<file path="config.mk">
export PLATFORM = sky130hd
export DESIGN_NAME = random_walk_maze_carver
export DESIGN_NICKNAME = d
export VERILOG_FILES = /design/src/rtl/core/rwmc_pkg.sv /design/src/rtl/core/rwmc_grid.sv /design/src/rtl/core/random_walk_maze_carver.sv
export VERILOG_INCLUDE_DIRS = /design/src /design/src/rtl/core
export SDC_FILE = /design/constraint.sdc
export NUM_CORES = 2
export LEC_CHECK = 0
export BUFFER_PORTS_ARGS = -buffer_cell sky130_fd_sc_hd__buf_2
export CORE_UTILIZATION = 45
export CTS_BUF_LIST = sky130_fd_sc_hd__clkbuf_2 sky130_fd_sc_hd__clkbuf_4 sky130_fd_sc_hd__clkbuf_8
export DETAILED_ROUTE_END_ITERATION = 8
export PLACE_DENSITY = 0.63
export SLEW_MARGIN = 20
export SYNTH_ARGS = -nofsm -noshare
export SYNTH_HDL_FRONTEND = slang
export SYNTH_SLANG_ARGS = --single-unit
</file>
<file path="constraint.sdc">
create_clock -name clk -period 7.8 [get_ports clk]
set_input_delay 0.39 -clock clk [delete_from_list [all_inputs] [get_ports clk]]
set_output_delay 0.39 -clock clk [all_outputs]
set_load 0.02 [all_outputs]
</file>
<file path="src/rtl/core/assert_macros.svh">
// assertion macros used by the maze carver top level
`ifndef ASSERT_MACROS_SVH
`define ASSERT_MACROS_SVH

`ifndef SYNTH
`define RWMC_ASSERT_HOLDS(lbl, ck, rn, prop) \
  lbl: assert property (@(posedge ck) disable iff (!rn) (prop)) \
    else $error("assertion failed");
`define RWMC_ASSERT_IMPL(lbl, ck, rn, ante, cons) \
  lbl: assert property (@(posedge ck) disable iff (!rn) (ante) |-> (cons)) \
    else $error("assertion failed");
`define RWMC_ASSERT_NEXT(lbl, ck, rn, ante, cons) \
  lbl: assert property (@(posedge ck) disable iff (!rn) (ante) |=> (cons)) \
    else $error("assertion failed");
`else
`define RWMC_ASSERT_HOLDS(lbl, ck, rn, prop)
`define RWMC_ASSERT_IMPL(lbl, ck, rn, ante, cons)
`define RWMC_ASSERT_NEXT(lbl, ck, rn, ante, cons)
`endif

`endif

</file>
<file path="src/rtl/core/rwmc_pkg.sv">
// package: commands, directions, sizes and grid port types of the maze carver
`timescale 1ns / 1ps

package rwmc_pkg;

  localparam int CELL_ROWS_DEF = 10;
  localparam int CELL_COLS_DEF = 20;

  // cell coordinates, enough for up to 32 cells per side
  localparam int CRD_W = 5;

  localparam logic [1:0] CMD_WALK    = 2'd0;
  localparam logic [1:0] CMD_RESTART = 2'd1;
  localparam logic [1:0] CMD_READ    = 2'd2;

  localparam logic [1:0] DIR_RIGHT = 2'd0;
  localparam logic [1:0] DIR_LEFT  = 2'd1;
  localparam logic [1:0] DIR_DOWN  = 2'd2;
  localparam logic [1:0] DIR_UP    = 2'd3;

  typedef struct packed {
    logic             clear;
    logic             carve;
    logic             horiz;
    logic [CRD_W-1:0] cell_col;
    logic [CRD_W-1:0] cell_row;
    logic [CRD_W-1:0] wall_col;
    logic [CRD_W-1:0] wall_row;
  } grid_wr_t;

  typedef struct packed {
    logic             map_rd;
    logic [CRD_W-1:0] cell_col;
    logic [CRD_W-1:0] cell_row;
    logic [5:0]       map_x;
    logic [4:0]       map_y;
  } grid_rd_t;

endpackage

</file>
<file path="src/rtl/core/rwmc_grid.sv">
// maze storage: visited cells, horizontal and vertical passages
`timescale 1ns / 1ps

module rwmc_grid
  import rwmc_pkg::*;
#(
  parameter int CELL_ROWS = CELL_ROWS_DEF,
  parameter int CELL_COLS = CELL_COLS_DEF
) (
  input  logic     clk,
  input  logic     rst_n,
  input  grid_wr_t wr,
  input  grid_rd_t rd,
  output logic     rd_bit
);

  localparam int CXW   = $clog2(CELL_COLS);
  localparam int CYW   = $clog2(CELL_ROWS);
  localparam int MAP_W = 2 * CELL_COLS + 1;
  localparam int MAP_H = 2 * CELL_ROWS + 1;

  logic [CELL_COLS-1:0] visited_r [CELL_ROWS];
  logic [CELL_COLS-2:0] hwall_r   [CELL_ROWS];
  logic [CELL_COLS-1:0] vwall_r   [CELL_ROWS-1];

  logic [CRD_W-1:0] hx;
  logic [CRD_W-1:0] hy;
  logic [CRD_W-1:0] hx_m1;
  logic [CRD_W-1:0] hy_m1;
  logic [CRD_W-1:0] vis_col;
  logic [CRD_W-1:0] vis_row;
  logic             vis_bit;
  logic             in_map;
  logic             map_bit;

  always_ff @(posedge clk) begin
    if (!rst_n || wr.clear) begin
      for (int i = 0; i < CELL_ROWS; i++) begin
        visited_r[i] <= CELL_COLS'(i == 0);
        hwall_r[i]   <= '0;
      end
      for (int i = 0; i < CELL_ROWS - 1; i++) begin
        vwall_r[i] <= '0;
      end
    end else if (wr.carve) begin
      visited_r[wr.cell_row[CYW-1:0]][wr.cell_col[CXW-1:0]] <= 1'b1;
      if (wr.horiz) begin
        hwall_r[wr.wall_row[CYW-1:0]][wr.wall_col[CXW-1:0]] <= 1'b1;
      end else begin
        vwall_r[wr.wall_row[CYW-1:0]][wr.wall_col[CXW-1:0]] <= 1'b1;
      end
    end
  end

  // map coordinates to cell units
  assign hx      = rd.map_x[5:1];
  assign hy      = {1'b0, rd.map_y[4:1]};
  assign hx_m1   = hx - 1'b1;
  assign hy_m1   = hy - 1'b1;
  assign vis_col = rd.map_rd ? hx : rd.cell_col;
  assign vis_row = rd.map_rd ? hy : rd.cell_row;
  assign vis_bit = visited_r[vis_row[CYW-1:0]][vis_col[CXW-1:0]];
  assign in_map  = (rd.map_x < 6'(MAP_W)) && ({1'b0, rd.map_y} < 6'(MAP_H));

  always_comb begin
    map_bit = 1'b0;
    unique case ({rd.map_x[0], rd.map_y[0]})
      2'b11: map_bit = vis_bit;
      2'b01: begin
        if (hx != '0 && {1'b0, hx} < 6'(CELL_COLS)) begin
          map_bit = hwall_r[hy[CYW-1:0]][hx_m1[CXW-1:0]];
        end
      end
      2'b10: begin
        if (hy != '0 && {1'b0, hy} < 6'(CELL_ROWS)) begin
          map_bit = vwall_r[hy_m1[CYW-1:0]][hx[CXW-1:0]];
        end
      end
      default: map_bit = 1'b0;
    endcase
  end

  assign rd_bit = rd.map_rd ? (in_map & map_bit) : vis_bit;

endmodule

</file>
<file path="src/rtl/core/random_walk_maze_carver.sv">
// top level of the random walk maze carver
`timescale 1ns / 1ps
`include "assert_macros.svh"

// Random walk maze carver. Every transfer on the input channel (walk step, restart, map read or
// other command) gives exactly one result transfer. An item is taken into an input register,
// worked against the maze held in flip-flops, and its result is kept in an output register:
// one item per cycle sustained while the result side does not stall. Restart clears the
// whole maze.
module random_walk_maze_carver
  import rwmc_pkg::*;
#(
  parameter int CELL_ROWS = CELL_ROWS_DEF,
  parameter int CELL_COLS = CELL_COLS_DEF
) (
  input  logic       clk,
  input  logic       rst_n,
  input  logic       in_valid,
  output logic       in_stall,
  input  logic [1:0] in_command,
  input  logic [1:0] in_direction,
  input  logic [5:0] in_read_x,
  input  logic [4:0] in_read_y,
  output logic       out_valid,
  input  logic       out_stall,
  output logic [5:0] out_pos_x,
  output logic [4:0] out_pos_y,
  output logic       out_carved,
  output logic [5:0] out_wall_x,
  output logic [4:0] out_wall_y,
  output logic [7:0] out_cells_left,
  output logic       out_done_res,
  output logic       out_cell_open
);

  localparam int CELLS = CELL_ROWS * CELL_COLS;
  localparam int CNT_W = $clog2(CELLS);

  logic             s1_valid_r, s1_valid_nxt;
  logic [1:0]       s1_cmd_r;
  logic [1:0]       s1_dir_r;
  logic [5:0]       s1_rx_r;
  logic [4:0]       s1_ry_r;

  logic [CRD_W-1:0] wx_r, wx_nxt;
  logic [CRD_W-1:0] wy_r, wy_nxt;
  logic [CNT_W-1:0] cnt_r, cnt_nxt;

  logic             out_valid_r, out_valid_nxt;
  logic [5:0]       pos_x_r;
  logic [4:0]       pos_y_r;
  logic             carved_r;
  logic [5:0]       wall_x_r;
  logic [4:0]       wall_y_r;
  logic [7:0]       cells_left_r;
  logic             done_r;
  logic             cell_open_r;

  logic             adv;
  logic             in_xfer;
  logic             walk;
  logic             in_range;
  logic             horiz;
  logic             carve;
  logic [CRD_W-1:0] tx;
  logic [CRD_W-1:0] ty;
  logic [CRD_W-1:0] wcol;
  logic [CRD_W-1:0] wrow;
  logic [5:0]       wall_x_nxt;
  logic [4:0]       wall_y_nxt;
  logic             rd_bit;
  grid_wr_t         gwr;
  grid_rd_t         grd;

  assign adv      = s1_valid_r && (!out_valid_r || !out_stall);
  assign in_stall = s1_valid_r && !adv;
  assign in_xfer  = in_valid && !in_stall;
  assign walk     = adv && (s1_cmd_r == CMD_WALK) && (cnt_r != '0);

  always_comb begin
    tx       = wx_r;
    ty       = wy_r;
    in_range = 1'b0;
    horiz    = 1'b1;
    wcol     = wx_r;
    wrow     = wy_r;
    unique case (s1_dir_r)
      DIR_RIGHT: begin
        tx       = wx_r + 1'b1;
        in_range = ({1'b0, wx_r} + 6'd1) < 6'(CELL_COLS);
      end
      DIR_LEFT: begin
        tx       = wx_r - 1'b1;
        in_range = (wx_r != '0);
        wcol     = tx;
      end
      DIR_DOWN: begin
        ty       = wy_r + 1'b1;
        in_range = ({1'b0, wy_r} + 6'd1) < 6'(CELL_ROWS);
        horiz    = 1'b0;
      end
      DIR_UP: begin
        ty       = wy_r - 1'b1;
        in_range = (wy_r != '0);
        horiz    = 1'b0;
        wrow     = ty;
      end
      default: in_range = 1'b0;
    endcase
  end

  assign grd.map_rd   = (s1_cmd_r == CMD_READ);
  assign grd.cell_col = tx;
  assign grd.cell_row = ty;
  assign grd.map_x    = s1_rx_r;
  assign grd.map_y    = s1_ry_r;

  assign carve = walk && in_range && !rd_bit;

  assign gwr.clear    = adv && (s1_cmd_r == CMD_RESTART);
  assign gwr.carve    = carve;
  assign gwr.horiz    = horiz;
  assign gwr.cell_col = tx;
  assign gwr.cell_row = ty;
  assign gwr.wall_col = wcol;
  assign gwr.wall_row = wrow;

  rwmc_grid #(
    .CELL_ROWS(CELL_ROWS),
    .CELL_COLS(CELL_COLS)
  ) u_grid (
    .clk    (clk),
    .rst_n  (rst_n),
    .wr     (gwr),
    .rd     (grd),
    .rd_bit (rd_bit)
  );

  // wall position in map coordinates
  always_comb begin
    wall_x_nxt = '0;
    wall_y_nxt = '0;
    if (carve) begin
      if (horiz) begin
        wall_x_nxt = 6'({1'b0, wx_r} + {1'b0, tx} + 6'd1);
        wall_y_nxt = 5'({wy_r, 1'b1});
      end else begin
        wall_x_nxt = {wx_r, 1'b1};
        wall_y_nxt = 5'({1'b0, wy_r} + {1'b0, ty} + 6'd1);
      end
    end
  end

  always_comb begin
    wx_nxt  = wx_r;
    wy_nxt  = wy_r;
    cnt_nxt = cnt_r;
    if (gwr.clear) begin
      wx_nxt  = '0;
      wy_nxt  = '0;
      cnt_nxt = CNT_W'(CELLS - 1);
    end else if (walk && in_range) begin
      wx_nxt = tx;
      wy_nxt = ty;
      if (carve) begin
        cnt_nxt = cnt_r - 1'b1;
      end
    end
  end

  always_comb begin
    s1_valid_nxt = s1_valid_r;
    if (in_xfer) begin
      s1_valid_nxt = 1'b1;
    end else if (adv) begin
      s1_valid_nxt = 1'b0;
    end
    out_valid_nxt = out_valid_r;
    if (adv) begin
      out_valid_nxt = 1'b1;
    end else if (!out_stall) begin
      out_valid_nxt = 1'b0;
    end
  end

  always_ff @(posedge clk) begin
    if (!rst_n) begin
      s1_valid_r  <= 1'b0;
      out_valid_r <= 1'b0;
      wx_r        <= '0;
      wy_r        <= '0;
      cnt_r       <= CNT_W'(CELLS - 1);
    end else begin
      s1_valid_r  <= s1_valid_nxt;
      out_valid_r <= out_valid_nxt;
      wx_r        <= wx_nxt;
      wy_r        <= wy_nxt;
      cnt_r       <= cnt_nxt;
    end
  end

  always_ff @(posedge clk) begin
    if (in_xfer) begin
      s1_cmd_r <= in_command;
      s1_dir_r <= in_direction;
      s1_rx_r  <= in_read_x;
      s1_ry_r  <= in_read_y;
    end
    if (adv) begin
      pos_x_r      <= {wx_nxt, 1'b1};
      pos_y_r      <= 5'({wy_nxt, 1'b1});
      carved_r     <= carve;
      wall_x_r     <= wall_x_nxt;
      wall_y_r     <= wall_y_nxt;
      cells_left_r <= 8'(cnt_nxt);
      done_r       <= (cnt_nxt == '0);
      cell_open_r  <= grd.map_rd & rd_bit;
    end
  end

  assign out_valid      = out_valid_r;
  assign out_pos_x      = pos_x_r;
  assign out_pos_y      = pos_y_r;
  assign out_carved     = carved_r;
  assign out_wall_x     = wall_x_r;
  assign out_wall_y     = wall_y_r;
  assign out_cells_left = cells_left_r;
  assign out_done_res   = done_r;
  assign out_cell_open  = cell_open_r;

  `RWMC_ASSERT_HOLDS(a_walker_inside, clk, rst_n,
    ({1'b0, wx_r} < 6'(CELL_COLS)) && ({1'b0, wy_r} < 6'(CELL_ROWS)))
  `RWMC_ASSERT_NEXT(a_carve_counts, clk, rst_n, carve, cnt_r == CNT_W'($past(cnt_r) - 1'b1))
  `RWMC_ASSERT_IMPL(a_done_no_carve, clk, rst_n, cnt_r == '0, !carve)

endmodule

</file>
* Yosys cells after proc, flatten, opt, wreduce, memory -nomap -nowiden
Memory sizes are Yosys's and may differ from the RTL's. A register that Yosys moved wholly into a read port is not among the register bits. Cells that the tools add are included.
Storage, ports and cells: logic and storage cells 151, bits in registers 66, memory bits (writable) 570, output and inout bits 35, memories 3
Memories:
- u_grid.visited_r | words 10, bits a word 20, rd ports 1, clocked after Yosys merged registers in 0, write ports 10, RTL line rwmc_grid.sv:22 | logic [CELL_COLS-1:0] visited_r [CELL_ROWS];
- u_grid.hwall_r | words 10, bits a word 19, rd ports 1, clocked after Yosys merged registers in 1, write ports 10, RTL line rwmc_grid.sv:23 | logic [CELL_COLS-2:0] hwall_r [CELL_ROWS];
- u_grid.vwall_r | words 9, bits a word 20, rd ports 1, clocked after Yosys merged registers in 0, write ports 9, RTL line rwmc_grid.sv:24 | logic [CELL_COLS-1:0] vwall_r [CELL_ROWS-1];
Operators by class: order comparisons 13, add/subtract/negate cells 13, muxes and demuxes 57, eq/ne operators 9, reduce and logical (&&, ||, !) cells 35, bitwise logic cells 3
Operators by type and width (count):
- 20-bit two-way mux | 6
- 19-bit two-way mux | 3
- 20-bit OR reduction | 2
- 4-bit two-way mux | 8
- 5-bit by 6-bit < comparator with 1-bit output, second input constant | 5
- 5-bit two-way mux | 5
- 8-bit two-way mux | 3
- 1-bit two-way mux | 22
- 5-bit one-hot mux with 2 select lines | 2
- 5-bit nonzero test | 4
- 19-bit OR reduction | 1
- 5-bit by 1-bit adder with 5-bit output, second input constant | 3
- 1-bit binary-select mux with 5-bit select | 3
- 5-bit by 1-bit subtractor with 5-bit output, second input constant | 3
- 1-bit logical AND | 13
- 5-bit by 1-bit adder with 6-bit output, second input constant | 2
- 1-bit demux with 5-bit select | 2
- 2-bit == test, second input constant | 5
- 5-bit by 1-bit greater-or-equal comparator with 1-bit output, second input constant | 2
- 5-bit < comparator, second input constant | 2
- 8-bit logical NOT | 1
- 8-bit nonzero test | 1
- 8-bit by 1-bit subtractor with 8-bit output, second input constant | 1
- 5-bit by 5-bit adder with 6-bit output | 1
- other kinds (19) | 30

* Depth between registers and ports, before layout
An unclocked memory read counts as a cell.
depth after elaboration 16, gate-level depth with buffers 27, mapped depth without buffers 17

* By module
A second synthesis with hierarchy kept.
Second synthesis, totals: cells, all modules 4055, area, all modules 45984.1 um^2
Modules (own cells, without submodules):
- rwmc_grid | cells an instance 3704, area each 42378.1 um^2, sequential area each 25144.1 um^2, instances 1
- random_walk_maze_carver | cells an instance 351, area each 3606.0 um^2, sequential area each 1781.7 um^2, instances 1

* Worst setup path after synthesis
OpenSTA, ideal clock, no wires.
path type reg-to-reg, start point register s1_dir_r[1], end point memory u_grid.visited_r[9][2] (netlist bit) (enable), path slack -0.748 ns, stages on the path, launching flop included 23, arrival time 8.294 ns, required time 7.546 ns, cell sequence edfxtp_1 inv_1 buf_1 nor2_1 ha_1 o21bai_1 and3_1 clkbuf_1 nor2_1 buf_4 buf_4 buf_2 nand3_1 a311oi_1 nor3_1 o32a_1 or4_1 buf_2 buf_2 nor3_2 o41a_1 buf_2 nor2_1
RTL lines:
- start, declared | RTL line random_walk_maze_carver.sv:41 | logic [1:0] s1_dir_r;
- start signal, assigned | RTL line random_walk_maze_carver.sv:205 | s1_dir_r <= in_direction;
- end, declared | RTL line rwmc_grid.sv:22

==> impl_metrics.csv <==
group,metric,value,unit
clocking,cts_htree_levels,4,
clocking,cts_tree,"done",
yosys,synth_cell_types,85,
floorplan,coreArea,104000,sq um
drt,drt_iter0_drc,3856,
clocking,clock_latency,0.86,ns
yosys,synth_warnings,0,
layout,synthToLayoutAreaGrowth,11.0,%
yosys,async_reset_ff_frac,0,
timing,slew_violations,0,
floorplan,core.rowCount,118,
place,placed_area,48400,sq um
floorplan,dieWidth,326,um
timing,period_minus_slack,7.08,ns
timing,post-route-period-util,0.908,
timing,skew,0.0666,ns
timing,tns,0,ns
setup_path,critPathLaunchType,"register",
timing,timing_hold_violations_final,0,
drt,vias,34400,
drt,drc_errors,0,
clocking,clock_sinks,1014,
drt,routed_wl,133,mm
clocking,cts_resized,0,
setup_path,worstSetupEndpointType,"register",
global_routing,antenna_found_initial,5,
global_routing,use_met2,0.396,
yosys,synthMostInstantiatedCell,"nor2_1",
outcome,status,"completed",
setup_path,cp_max_fo,37,
place,dp_hpwl,81.0,mm
run,cap_violations,0,
setup_path,r2r_start,"s1_cmd_r[0]$_DFFE_PP_",
floorplan,io_pins,54,
floorplan,dieArea,106000,sq um
yosys,post-synth-top-area-fraction,0.427,
drt,routedWlPerCell,23.3,um
timing,relSlewSlack,0.225,
power_and_ir_drop,leakagePower,0.0193,uW
timing,grt_setup_unrepaired,"no",
setup_path,cp-startpoint,"s1_cmd_r[0]$_DFFE_PP_",
clocking,clockBufferDepth,3,
yosys,synthTopCellsByArea,"edfxtp_1 43%, dfxtp_1 15%, mux4_2 9.7%, nor2_1 6.7%, o21ai_0 4.4%",
global_routing,grt_util_all_layers,0.249,
drt,vias_per_cell,6.01,
yosys,synthFlopType,"edfxtp_1",
timing,setup_viol,0,
yosys,synth-seq-cells,1014,
global_routing,grt_max_degree,141,
timing,worst_pin_slew,1.13,ns
place,gp_congestion,0.910,
floorplan,die_y,326,um
floorplan,initial_core_util,0.455,
timing,fmax,0.141,GHz
place,place_ws,0.967,ns
global_routing,first_global_vias,33100,
yosys,synth_cells,4279,
worst_hold_path,hp-class,"input port to register",
global_routing,met3_usage,0.0466,
clocking,cts_buffers,170,
clocking,cts.clk_slew.worst_paths,0.07,ns
setup_path,setup.worst_path.class,"register to register",
yosys,synth_area_leader_cell,"edfxtp_1",
yosys,synth_edf_count,670,
yosys,syn_area_per_cell,11.0,sq um
power_and_ir_drop,power,11800,uW
layout,layout-drive-gt1-share,0.168,
yosys,ys_seq_area_frac,0.573,
global_routing,grt_pass1_wl,202,mm
yosys,synth_commonest_cells,"837 x nor2_1, 670 x edfxtp_1, 418 x o21ai_0, 344 x dfxtp_1, 317 x nand2_1",
power_and_ir_drop,peakVddDrop,0.000163,V
yosys,synth.cell_area,47100,sq um
setup_path,worst_ep_arrival_time,7.87,ns
drt,drt_first_pass_iters,7,
timing,setup_ws,0.717,ns
setup_path,required,8.58,ns
layout,fin_nets,4261,
drt,ant_nets,0,
layout,stdcell_count,5734,
global_routing,grt_use_met1,0.336,
place,portBuffers,51,
power_and_ir_drop,powerDensity,227,nW/um^2
layout,final_area,52300,sq um
global_routing,busiest_layer,"met2",
place,dp_cells,5405,
global_routing,grt-ovfl-total,0,
worst_hold_path,min_from,"in_read_x[2]",
clocking,cts_root_buf,"clkbuf_8",
[sequential cells by signal (all words and copies together) (netlist names), 4 cells and up, named ones only]
signal	flops
cnt_r	8
out_cells_left	8
out_pos_x	5
out_pos_y	4
out_wall_x	6
out_wall_y	5
s1_rx_r	6
s1_ry_r	5
u_grid.hwall_r	304
u_grid.visited_r	320
u_grid.vwall_r	320
wx_r	5
wy_r	5
[critical path, stage by stage (launching register included)]
cell and delay, ns:
edfxtp_1 0.45, nand2b_1 0.60, a21oi_1 0.76, nand2_2 0.45, buf_4 0.41, a211oi_1 0.38
o31ai_1 0.16, nor4_1 0.52, o31ai_1 0.18, o32a_1 0.23, or4_2 0.84, inv_2 0.48
nand3_2 0.67, nor2_1 0.65, a21o_1 0.19
[area by class of cell]
class	instances	area, sq um
sequential	1014	27000
antenna	2	5.00
fill	9198	51400
clock buffer	254	3130
multi-input combinational	2792	18400
timing repair buffer	182	1350
tap	1380	1730
inverter	57	214
clock inverter	53	482
[logic make-up after synthesis]
logic type,share of synthesized area
simple gates,0.137
flops,0.573
compound gates,0.128
buf+inv,0.0408
mux,0.108
xor+xnor,0.00667
fa+ha+maj,0.00696
other cells,0.0000796
[metrics by stage]
| step | util | hold slack (ns) |
|---|---|---|
| final | 0.504 | 0.277 |
| after global routing | 0.504 | 0.244 |
| after CTS | 0.504 | 0.212 |
| after detailed placement | 0.467 | 0.413 |
| after global placement | 0.467 | 0.408 |
| after floorplan | - | 0.400 |
[worst paths after layout]
kind	cells after the start	to	slack, ns
worst min register to register	1	u_grid.vwall_r[13][17]$_DFF_P_	0.43
worst max-delay path	14	u_grid.vwall_r[14][4]$_DFF_P_	0.72
worst min-delay path	2	s1_rx_r[2]$_DFFE_PP_	0.28
worst max register to register	14	u_grid.vwall_r[14][4]$_DFF_P_	0.72
[power by group]
part           switching (uW)  leakage (uW)  internal, uW
combinational             654       0.00762           317
clock                    2230       0.00191          2780
sequential               51.6       0.00973          5810
total                    2940        0.0193          8900
[metal layers]
layer,share of wire,routed length [um]
met1,0.41,54500
met3,0.084,11200
met5,0.00022,29
met2,0.47,63100
met4,0.035,4640
[layout by cell type (no fill, tap or decap), types with 15 or more instances in the layout]
master,n
nor2_1,835
edfxtp_1,670
o21ai_0,418
dfxtp_1,341
nand2_1,314
mux4_2,203
clkbuf_8,195
a21oi_1,188
a21o_1,119
buf_4,106
nand3_1,73
and3_1,62
clkbuf_4,59
inv_1,53
buf_2,51
a211oi_1,46
a311oi_1,40
mux2i_1,37
nor3_1,34
o21ai_1,32
o21bai_1,31
a31oi_1,30
and2_1,24
clkinv_1,23
ha_1,22
nand4_1,21
dlygate4sd3_1,20
xnor2_1,17
xor2_1,15
o2111ai_1,15
nor3_4,15
[repair_timing]
item / CTS / global route
endpoints found under the hold margin: 30 / 0
hold buffers: 20 / 0
setup buffers: 0 / 0
(Power assumes the default switching activity.)
